**config.mk**
```make
export PLATFORM = sky130hd
export DESIGN_NAME = lbp_outq_flat
export DESIGN_NICKNAME = d
export VERILOG_FILES = /design/src/rtl/lbp_3x3_border_modes_defines.svh /design/src/rtl/lbp_pkg.sv /design/src/rtl/lbp_ifs.sv /design/src/rtl/lbp_outq.sv /design/src/flat_wrapper.sv
export SDC_FILE = /design/constraint.sdc
export NUM_CORES = 1
export LEC_CHECK = 0
export CAP_MARGIN = 15
export CORE_ASPECT_RATIO = 0.8
export CORE_UTILIZATION = 50
export DETAILED_ROUTE_END_ITERATION = 7
export DONT_BUFFER_PORTS = 1
export HOLD_SLACK_MARGIN = 0.12
export PLACE_DENSITY_LB_ADDON = 0.25
export SETUP_SLACK_MARGIN = 0.15
export SLEW_MARGIN = 40
export SYNTH_ARGS = -nofsm -noshare
export SYNTH_HDL_FRONTEND = slang
export SYNTH_SLANG_ARGS = --single-unit
```
**constraint.sdc**
```tcl
create_clock -name clk -period 2.75 [get_ports clk]
set_input_delay 0.275 -clock clk [delete_from_list [all_inputs] [get_ports clk]]
set_output_delay 0.275 -clock clk [all_outputs]
set_load 0.05 [all_outputs]
```
**src/rtl/lbp_3x3_border_modes_defines.svh**
```systemverilog
// Assertion macros for the local binary pattern block.
`ifndef LBP_3X3_BORDER_MODES_DEFINES_SVH
`define LBP_3X3_BORDER_MODES_DEFINES_SVH

`ifndef SYNTH
`define LBP_ASSERT(label, clk, rst, prop, msg) \
  label: assert property (@(posedge clk) disable iff (rst) prop) else $error(msg);
`define LBP_ASSERT_NEXT(label, clk, rst, ante, cons, msg) \
  label: assert property (@(posedge clk) disable iff (rst) (ante) |=> (cons)) else $error(msg);
`else
`define LBP_ASSERT(label, clk, rst, prop, msg)
`define LBP_ASSERT_NEXT(label, clk, rst, ante, cons, msg)
`endif

`endif

```
**src/rtl/lbp_pkg.sv**
```systemverilog
package lbp_pkg;

  localparam int CFG_WIDTH_W  = 11;
  localparam int CFG_HEIGHT_W = 16;
  localparam int CFG_IDX_W    = 2;
  localparam int CFG_DATA_W   = 16;

  localparam logic [CFG_IDX_W-1:0] REG_IMAGE_WIDTH  = 2'd0;
  localparam logic [CFG_IDX_W-1:0] REG_IMAGE_HEIGHT = 2'd1;
  localparam logic [CFG_IDX_W-1:0] REG_BORDER_MODE  = 2'd2;

  localparam logic [1:0] MODE_CROP      = 2'd0;
  localparam logic [1:0] MODE_PAD_LOW   = 2'd1;
  localparam logic [1:0] MODE_PAD_HIGH  = 2'd2;
  localparam logic [1:0] MODE_REPLICATE = 2'd3;

  localparam logic REQ_PIXEL = 1'b0;
  localparam logic REQ_FLUSH = 1'b1;

  localparam logic [7:0] PIX_MAX = 8'd255;
  localparam int         CODE_BITS = 8;

  localparam int OQ_DEPTH = 8;
  localparam int OQ_AW    = $clog2(OQ_DEPTH);
  localparam int OQ_CW    = $clog2(OQ_DEPTH + 1);

  // Ring order, clockwise from top-left, in row-major window positions.
  localparam logic [3:0] RING_POS [CODE_BITS] = '{4'd0, 4'd1, 4'd2, 4'd5,
                                                  4'd8, 4'd7, 4'd6, 4'd3};

  typedef logic [8:0][7:0] win_t;

  typedef struct packed {
    logic [7:0] code;
    logic       last_of_frame;
  } oq_item_t;

  typedef struct packed {
    logic     first_v;
    logic     second_v;
    oq_item_t first;
    oq_item_t second;
  } oq_push_t;

  function automatic logic [7:0] lbp_code(input win_t win, input logic [1:0] mode,
                                          input logic mt, input logic mb,
                                          input logic ml, input logic mr);
    win_t       n;
    logic [7:0] padv;
    logic [7:0] res;
    n    = win;
    padv = (mode == MODE_PAD_HIGH) ? PIX_MAX : 8'd0;
    if (mode == MODE_REPLICATE) begin
      for (int k = 0; k < 3; k++) begin
        if (mt) n[k] = n[3 + k];
        if (mb) n[6 + k] = n[3 + k];
      end
      for (int k = 0; k < 3; k++) begin
        if (ml) n[k * 3] = n[k * 3 + 1];
        if (mr) n[k * 3 + 2] = n[k * 3 + 1];
      end
    end else begin
      for (int k = 0; k < 3; k++) begin
        if (mt) n[k] = padv;
        if (mb) n[6 + k] = padv;
        if (ml) n[k * 3] = padv;
        if (mr) n[k * 3 + 2] = padv;
      end
    end
    for (int k = 0; k < CODE_BITS; k++) begin
      res[CODE_BITS - 1 - k] = (n[RING_POS[k]] >= n[4]);
    end
    return res;
  endfunction

endpackage

```
**src/rtl/lbp_ifs.sv**
```systemverilog


interface lbp_code_if;
  logic       valid;
  logic       ready;
  logic [7:0] code;
  logic       last_of_frame;
  modport source (output valid, output code, output last_of_frame, input ready);
  modport sink (input valid, input code, input last_of_frame, output ready);
endinterface


```
**src/rtl/lbp_outq.sv**
```systemverilog
module lbp_outq
  import lbp_pkg::*;
(
  input  logic             clk,
  input  logic             rst,
  input  oq_push_t         push,
  lbp_code_if.source       q_out,
  output logic [OQ_CW-1:0] count
);

  oq_item_t         mem [OQ_DEPTH];
  logic [OQ_AW-1:0] wr_ptr;
  logic [OQ_AW-1:0] rd_ptr;
  logic             pop;
  logic [OQ_CW-1:0] count_next;

  assign q_out.valid         = (count != '0);
  assign q_out.code          = mem[rd_ptr].code;
  assign q_out.last_of_frame = mem[rd_ptr].last_of_frame;
  assign pop                 = q_out.valid & q_out.ready;

  always_comb begin
    count_next = count + OQ_CW'(push.first_v) + OQ_CW'(push.second_v) - OQ_CW'(pop);
  end

  always_ff @(posedge clk) begin
    if (rst) begin
      wr_ptr <= '0;
      rd_ptr <= '0;
      count  <= '0;
    end else begin
      count  <= count_next;
      wr_ptr <= wr_ptr + OQ_AW'(push.first_v) + OQ_AW'(push.second_v);
      if (pop) rd_ptr <= rd_ptr + OQ_AW'(1);
    end
  end

  always_ff @(posedge clk) begin
    if (push.first_v) mem[wr_ptr] <= push.first;
    if (push.second_v) mem[wr_ptr + OQ_AW'(1)] <= push.second;
  end

endmodule

```
**src/flat_wrapper.sv**
```systemverilog
// flat-port wrapper written by rule: the top's interface ports become plain ports
module lbp_outq_flat import lbp_pkg::*;
  (clk, rst, push, count, q_out_valid, q_out_code, q_out_last_of_frame, q_out_ready);
  lbp_code_if q_out_i ();
  input  logic clk;
  input  logic rst;
  input  oq_push_t push;
  output logic [OQ_CW-1:0] count;
  output wire logic [$bits(q_out_i.valid)-1:0] q_out_valid;
  output wire logic [$bits(q_out_i.code)-1:0] q_out_code;
  output wire logic [$bits(q_out_i.last_of_frame)-1:0] q_out_last_of_frame;
  input wire logic [$bits(q_out_i.ready)-1:0] q_out_ready;
  assign q_out_valid = q_out_i.valid;
  assign q_out_code = q_out_i.code;
  assign q_out_last_of_frame = q_out_i.last_of_frame;
  assign q_out_i.ready = q_out_ready;
  lbp_outq u_core (.clk(clk), .rst(rst), .push(push), .q_out(q_out_i), .count(count));
endmodule
```
==> flow_summary.toml, run 1 <==
[outcome]
status = "completed"

[yosys]
synthXorXnorAreaFrac_pct = 1.35
synth_edf_count = 72
synth_nets = 301
yosysWarnings = 0
yosysSeqAreaShare_pct = 55.7
synthMostInstantiatedCell = "mux2_2"
synth.avg_cell_area_um2 = 16.2
synth_simple_gate_area_share_pct = 4.95
yosysUniqueCellTypes = 36
netlist.area_leader.share_pct = 49.8
async_reset_ff_share_pct = 0
synthTopCellsByArea = "edfxtp_1 50%, mux2_2 21%, mux4_2 9.3%"
ys_ff_latch = 85
synth.area.mux_share_pct = 30.3
ys.flop_type = "edfxtp_1"
yosysTopAreaCell = "edfxtp_1"
synth_adder_area_share_pct = 3.11
synthesis.area_um2 = 4350
synth_compound_area_share_pct = 2.76
synth_cells = 269
ys_top_cells_by_count = "80 x mux2_2, 72 x edfxtp_1, 18 x mux4_2, 13 x dfxtp_1, 8 x inv_1"
synth_top_family_by_area = "multiplexers"

[cells_and_area]
layout.area.seq_um2 = 2430
final_cell_area_um2 = 5240
multiInputGateArea_um2 = 1880
fillers = 642
final_nets = 364
syn_to_final_growth_pct = 20.6
n_antenna_cell = 0
fin_util_pct = 62.1
drive_gt1_share_pct = 49.3

[timing]
min_period_ns = 2.44
fin_ws_ns = 0.311
fin_setup_tns_ns = 0
max_freq_ghz = 0.410
maxSlewViolCount = 0
period_share_pct = 88.7
hold_viol = 0
tightestPinTransition_ns = 0.544
finalSetupViolations = 0
rsz0062_at_grt = "false"
slew_headroom_pct = 63.7
finClkSkew_ns = 0.00822

[grt]
grt_pass1_wl_um = 14800
grt_antenna_before_repair = 0
grt_usage_pct = 22.8
grt_overflow_total = 0
grt_max_degree = 19
grt_pass1_vias = 2616

[floorplanning]
fp-row-count = 30
die_width_um = 106
die-area_um2 = 9070
coreArea_um2 = 8450
fp.dieH_um = 85.4
initial_utilization_pct = 51.5
io_pins = 37

[pwr]
pwr-share-comb_pct = 31.7
peakVddDrop_v = 0.000425
pwr_density_cell_nw_per_um2 = 769
p_switching_mw = 1.30
p_total_mw = 4.03
switching_share_pct = 32.3
pwr-share-clk_pct = 26.2
pwr-share-seq_pct = 42.1
intPower_mw = 2.73
p_leak_nw = 1.78

[worst_setup_path]
r2r_setup_slack_ns = 0.31
r2r_start = "u_core.wr_ptr[1]"
worst-setup-path-type = "reg -> reg"
required_ns = 2.86
rr_endpoint = "u_core.mem[0][7]"
ff2ff_path_depth = 6
critPathMaxFanout = 9
arrival_ns = 2.55
cp-end-kind = "flop"
crit_start = "u_core.wr_ptr[1]"
startpoint_type = "flop"
crit_end = "u_core.mem[0][7]"

[detailed_routing]
viasPerCell = 5.78
antenna_left = 0
vias = 2596
wl_um = 9680
initialDrtViolationCount = 150
drc = 0
wire_per_inst_um = 21.5
firstDrtPassIters = 4

[placed_design]
place_ws_ns = 0.295
dp_hpwl_um = 6030
gp_congestion = 0.724
placed_area_um2 = 4640
portBuffers = 0

[cts]
cts_max_path_buffers = 2
h-tree-depth = 3
clock_sinks = 85
cts_root_buf = "clkbuf_8"
numCtsBuffers = 9
cts_tree = "done"
clock_latency_ns = 0.36
cts.clk_slew.worst_paths_ns = 0.09

[hold_path]
hold_path.class = "in -> reg"
hold_start = "push[6]"

[flow_run]
maxCapViolCount = 0
[state kept, by name, summed over array words and instances, names as in the netlist, named ones only]
register / cells
u_core.count: 4
u_core.mem: 72
u_core.rd_ptr: 3
u_core.wr_ptr: 3
[cell families after synthesis]
logic type / Yosys count
xor gates and xnor gates: 5
AOI/OAI and AO/OA: 18
muxes: 99
and+or+nand+nor: 35
DFF: 85
adders and majority gates: 9
buffers and inverters: 18
[how the worst min path moves through the flow]
stage                       endpoint  cells past startpoint
global placement     u_core.count[2]                      1
CTS                 u_core.mem[3][6]                      1
global route        u_core.mem[7][3]                      1
finish              u_core.mem[3][6]                      1
floorplan                       flop                      2
detailed placement   u_core.count[2]                      1
[power groups by stage]
stage	Sequential, mW	Clock, mW	Combinational, mW
2_1_floorplan	1.73	0	0.952
3_3_place_gp	1.72	0	1.18
3_5_place_dp	1.73	0	1.20
4_1_cts	1.70	1.06	1.22
5_1_grt	1.71	1.11	1.37
6_report	1.70	1.06	1.28
[metrics by stage]
| stage | hold WS [ns] | instances |
|---|---|---|
| after global routing | 0.122 | 449 |
| after floorplan | 0.424 | 269 |
| after CTS | 0.120 | 425 |
| after global placement | 0.341 | 397 |
| final | 0.135 | 449 |
| after detailed placement | 0.341 | 397 |
[critical path: stages, from the launching register on]
cell,delay (ns)
dfxtp_1,0.38
ha_2,0.32
nand3b_1,0.25
nor2_2,0.12
buf_4,0.23
mux2_2,0.35
dlygate4sd3_1,0.55
[metal layers]
metal / up-vias / global-route usage (%) / part of all wire [%]
met5: - / 0 / 0
met4: 0 / 5.18 / 0.74
met3: 10 / 5.99 / 4.7
met2: 68 / 35.8 / 48
met1: 1335 / 32.1 / 47
li1: 1183 / - / -
[cell usage in the layout (no fill, tap or decap), types with 2 or more instances in the layout]
master	netlist	routed
o32ai_1	2	2
fa_1	3	2
xnor2_1	3	3
buf_4	1	36
nor2_1	6	6
bufinv_16	0	3
dlygate4sd3_1	0	26
mux2_2	80	80
nor2b_1	3	3
nand2_2	2	2
o21ai_0	6	6
o21bai_1	2	2
nand2b_1	5	5
o22ai_1	2	2
nor3_4	2	2
edfxtp_1	72	72
a31o_2	3	3
inv_1	8	8
clkbuf_8	0	9
dfxtp_1	13	11
nand3_1	3	3
nand2_1	5	5
mux4_2	18	18
ha_1	6	5
nor2_2	4	4
a21oi_1	2	2
[cell type report]
class                   instances  area share (%)
repair buffers                 62            10.1
well taps                     112            2.67
flip-flops and latches         85            46.3
clock inverters                 6            2.10
multi-input cells             166            35.8
clock buffers                  10            2.43
inverters                       8           0.573
[what timing repair did]
action                                  4_1_cts  5_1_grt
gates resized for setup                       0        5
hold buffers                                 12       14
endpoints found under the setup margin        0        3
endpoints found under the hold margin        26       10
setup buffers                                 0       10
(Power assumes the default switching activity.)
==> run 2: changes to the inputs <==
- CTS_BUF_LIST: unset -> sky130_fd_sc_hd__clkbuf_4 sky130_fd_sc_hd__clkbuf_8
==> run 2 against run 1 <==
Total power increased by 0.30%. Non-clock buffer count unchanged. Routed wire length increased by 0.27%. Critical path type unchanged. First-iteration DRC count increased by 15%. Critical path depth unchanged. Largest power group unchanged. Sequential share of layout area about the same. Clock power about the same. Clock-buffer cell count unchanged. Via count decreased by 1.9%.
==> flow_summary.toml, run 2 (synthesis gave the netlist of run 1 again) <==
[outcome]
status = "completed"

[cts]
clock_latency_ns = 0.35
numCtsBuffers = 9
cts_tree = "done"
cts.clk_slew.worst_paths_ns = 0.09
cts_root_buf = "clkbuf_8"
clock_sinks = 85
cts_max_path_buffers = 2
h-tree-depth = 3

[pwr]
p_total_mw = 4.04
pwr_density_cell_nw_per_um2 = 771
p_leak_nw = 1.78
peakVddDrop_v = 0.000425

[grt]
grt_max_degree = 19
grt_antenna_before_repair = 0
grt_overflow_total = 0
grt_pass1_wl_um = 14800
grt_usage_pct = 22.8
grt_pass1_vias = 2618

[detailed_routing]
initialDrtViolationCount = 172
wire_per_inst_um = 21.6
wl_um = 9700
drc = 0
viasPerCell = 5.67
firstDrtPassIters = 4
antenna_left = 0
vias = 2547

[hold_path]
hold_path_end = "u_core.mem[3][1]"
hold_path.class = "in -> reg"
hold_path_depth = 1
hold_start = "push[10]"

[cells_and_area]
layout_common_cells = "80 x mux2_2, 72 x edfxtp_1, 36 x buf_4"
syn_to_final_growth_pct = 20.7
regMostFlops = "u_core.mem"
largest_reg_flops = 72
drive_gt1_share_pct = 49.6
top_regs = "u_core.mem: 72 flops, u_core.count: 4 flops"
n_antenna_cell = 0
mostFrequentLayoutCell = "mux2_2"
fin_util_pct = 62.1
final_nets = 364

[timing]
tightestPinTransition_ns = 0.549
hold_viol = 0
finClkSkew_ns = 0.00724
finalSetupViolations = 0
fin_setup_tns_ns = 0
min_period_ns = 2.44
period_share_pct = 88.8
fin_ws_ns = 0.307
max_freq_ghz = 0.409
slew_headroom_pct = 63.4
maxSlewViolCount = 0
rsz0062_at_grt = "false"
whs_ns = 0.134

[floorplanning]
die-area_um2 = 9070
fp.dieH_um = 85.4
coreArea_um2 = 8450
fp-row-count = 30
io_pins = 37
initial_utilization_pct = 51.5
die_width_um = 106

[worst_setup_path]
required_ns = 2.87
r2r_setup_slack_ns = 0.31
worst-setup-path-type = "reg -> reg"
rr_endpoint = "u_core.mem[0][7]"
crit_start = "u_core.wr_ptr[1]"
arrival_ns = 2.56
ff2ff_path_depth = 6
cp-end-kind = "flop"
r2r_start = "u_core.wr_ptr[1]"
startpoint_type = "flop"
critPathMaxFanout = 9

[placed_design]
place_ws_ns = 0.295
dp_hpwl_um = 6030
portBuffers = 0
gp_congestion = 0.724

[flow_run]
maxCapViolCount = 0
==> run 2: critical path, stage by stage (launching register included) <==
cell	delay [ns]
dfxtp_1	0.38
ha_2	0.32
nand3b_1	0.25
nor2_2	0.12
buf_4	0.23
mux2_2	0.35
dlygate4sd3_1	0.55
==> run 2: area by class of cell <==
cell class	count	area, µm²
flip-flops and latches	85	2430
fillers	642	3200
multi-input cells	166	1880
clock buffers	10	131
repair buffers	62	531
inverters	8	30.0
clock inverters	6	110
well taps	112	140
==> run 2: per-layer routing <==
layer / wire length [µm] / track usage, %
met4: 75 / 5.18
met1: 4430 / 32.1
met5: 0 / 0
met3: 613 / 5.99
met2: 4590 / 35.8
==> run 2: worst max path at each step <==
stage	end	slack [ns]	depth (start not counted)
3_3_place_gp	u_core.count[2]	0.32	9
5_1_grt	u_core.mem[0][7]	0.18	6
4_1_cts	u_core.mem[5][8]	0.19	5
3_5_place_dp	u_core.count[2]	0.29	9
2_1_floorplan	u_core.count[2]	0.16	11
6_report	u_core.mem[0][7]	0.31	6
==> run 2: what timing repair did <==
item                                    4_1_cts  5_1_grt
setup buffers                                 0       10
hold buffers                                 12       14
hold endpoints to repair                     26       10
endpoints found under the setup margin        0        3
resized for setup                             0        5
==> run 2: power by group <==
group          internal (mW)  switching, mW
Sequential              1.58          0.113
Combinational          0.540          0.739
Clock                  0.614          0.454
Total                   2.74           1.31
==> run 2: through the flow <==
step                cell area, µm²  std cells
floorplan                     4360        269
global placement              4640        397
detailed placement            4640        397
CTS                           5000        425
global route                  5250        449
finish                        5250        449
==> run 3: changes to the inputs <==
- ABC_AREA: unset -> 1
==> run 3 against run 2 <==
Utilization shrank 3.6 points. Highest routed layer unchanged. Largest cell class unchanged. Flip-flop and latch count unchanged. Sequential share of layout area shrank 3.5 points. Routed wire length increased by 42%. Hold slack better by 0.0021 ns. Setup slack better by 0.088 ns.
==> flow_summary.toml, run 3 <==
[yosys]
async_reset_ff_share_pct = 0
ys_top_cells_by_count = "333 x nand2_1, 72 x edfxtp_1, 72 x nand4_1, 35 x inv_1, 32 x clkbuf_1"
synth_cells = 646
synthMostInstantiatedCell = "nand2_1"
netlist.area_leader.share_pct = 43.3
synthTopCellsByArea = "edfxtp_1 43%, nand2_1 25%, nand4_1 9.0%"
synthesis.area_um2 = 5000
yosysSeqAreaShare_pct = 48.5
synth.avg_cell_area_um2 = 7.74
yosysUniqueCellTypes = 22
yosysTopAreaCell = "edfxtp_1"
synth_nets = 678
ys.flop_type = "edfxtp_1"
synth_edf_count = 72
yosysWarnings = 0
ys_ff_latch = 85

[worst_setup_path]
worst-setup-path-type = "reg -> out"
required_ns = 2.48
crit_buf_inv = 3
crit_slowest_cell = "clkinv_1"
arrival_ns = 2.08
cp-end-kind = "primary output"
crit_top_cell = "nand2_1"
path_delay_family = "buffers and inverters"
worstPathCellList = "buf_4 -> clkinv_1 -> nand2_1 -> nand2_1 -> nand2_1 -> nand2_1 -> buf_12"
cpPeakStageDelay_ns = 0.48
critPathMaxFanout = 19
startpoint_type = "flop"

[detailed_routing]
drc = 0
antenna_left = 0
wire_per_inst_um = 17.3
firstDrtPassIters = 5
initialDrtViolationCount = 460
vias = 4451
viasPerCell = 5.61
wl_um = 13700

[grt]
grt_overflow_total = 0
grt_antenna_before_repair = 0
grt_pass1_wl_um = 22300
met2_usage_pct = 44.7
grt_max_degree = 41
global_route.usage.met1_pct = 37.3
grt_usage_pct = 28.8
met3_usage_pct = 6.61
grt_pass1_vias = 4329
busiest_layer = "met2"

[floorplanning]
io_pins = 37
die-area_um2 = 10400
fp.dieH_um = 91.4
die_width_um = 114
fp-row-count = 32
initial_utilization_pct = 51.6
coreArea_um2 = 9690

[pwr]
p_leak_nw = 2.61
pwr_density_cell_nw_per_um2 = 825
peakVddDrop_v = 0.000586

[flow_run]
maxCapViolCount = 0

[cts]
cts.clk_slew.worst_paths_ns = 0.09
cts_max_path_buffers = 2
cts_root_buf = "clkbuf_8"
cts_tree = "done"
post_cts_resized = 0
numCtsBuffers = 9
clock_sinks = 85
h-tree-depth = 3
clock_latency_ns = 0.37

[timing]
maxSlewViolCount = 0
fin_setup_tns_ns = 0
max_freq_ghz = 0.425
hold_viol = 0
min_period_ns = 2.36
slew_headroom_pct = 55.2
finalSetupViolations = 0
tightestPinTransition_ns = 0.671
rsz0062_at_grt = "false"
whs_ns = 0.137
period_share_pct = 85.7
finClkSkew_ns = 0.00707

[placed_design]
dp_hpwl_um = 9340
portBuffers = 0
placed_cells = 766
gp_congestion = 0.868
placed_area_um2 = 5350

[cells_and_area]
layout.area.seq_um2 = 2420
largest_reg_flops = 72
n_antenna_cell = 0
mostFrequentLayoutCell = "nand2_1"
multiInputGateArea_um2 = 2200
fin_util_pct = 58.5
final_cell_area_um2 = 5670
top_regs = "u_core.mem: 72 flops, u_core.count: 4 flops"
final_nets = 684
fillers = 878
drive_gt1_share_pct = 10.4
layout_common_cells = "332 x nand2_1, 72 x nand4_1, 72 x edfxtp_1"
regMostFlops = "u_core.mem"
stdcell_count = 793
syn_to_final_growth_pct = 13.4

[outcome]
status = "completed"

[hold_path]
hold_path.class = "in -> reg"
==> run 3: area by class of cell <==
type | instances | share of cell area [%]
Tap cell | 136 | 3.00
Timing Repair Buffer | 51 | 9.23
Sequential cell | 85 | 42.7
Clock inverter | 4 | 0.839
Inverter | 38 | 2.52
Multi-Input combinational cell | 467 | 38.9
Clock buffer | 12 | 2.80
==> run 3: cell families after synthesis <==
family	after synthesis	share of synthesized area, %
AO/OA/AOI/OAI	15	1.50
XOR/XNOR	4	1.00
adder cells (fa/ha/maj)	9	2.70
buffers and inverters	94	7.78
flip-flops	85	48.5
AND/OR/NAND/NOR	439	38.5
==> run 3: routing by layer <==
layer	up-vias	share of wire (%)
met4	0	4.4
met3	41	11
li1	2137	-
met1	2037	39
met2	236	45
met5	-	0
==> run 3: what timing repair did <==
item,4_1_cts,5_1_grt
buffers inserted,0,0
endpoints found under the hold margin,84,0
hold buffers,11,0
setup endpoints to repair,0,0
==> run 3: worst paths after layout <==
check / from / to / slack [ns] / cells past startpoint
max reg2reg: u_core.count[2] / u_core.count[2] / 0.42 / 10
max: flop / q_out_code[4] / 0.39 / 7
min reg2reg: u_core.rd_ptr[1] / u_core.rd_ptr[1] / 0.50 / 2
min: push[0] / u_core.mem[2][0] / 0.14 / 2
==> run 3: power by group <==
part | total (mW) | switching [mW] | leakage, nW | internal, mW
clock | 0.916 | 0.439 | 0.106 | 0.476
combinational | 2.11 | 1.41 | 1.74 | 0.700
sequential | 1.65 | 0.0595 | 0.769 | 1.59
total | 4.68 | 1.91 | 2.61 | 2.77
==> run 3: per-stage QoR <==
| step | worst slack, ns | power (mW) |
|---|---|---|
| final | 0.395 | 4.68 |
| after global routing | 0.227 | 4.95 |
| after CTS | 0.402 | 4.66 |
| after detailed placement | 0.450 | 3.74 |
| after global placement | 0.509 | 3.70 |
| after floorplan | 0.196 | 3.07 |
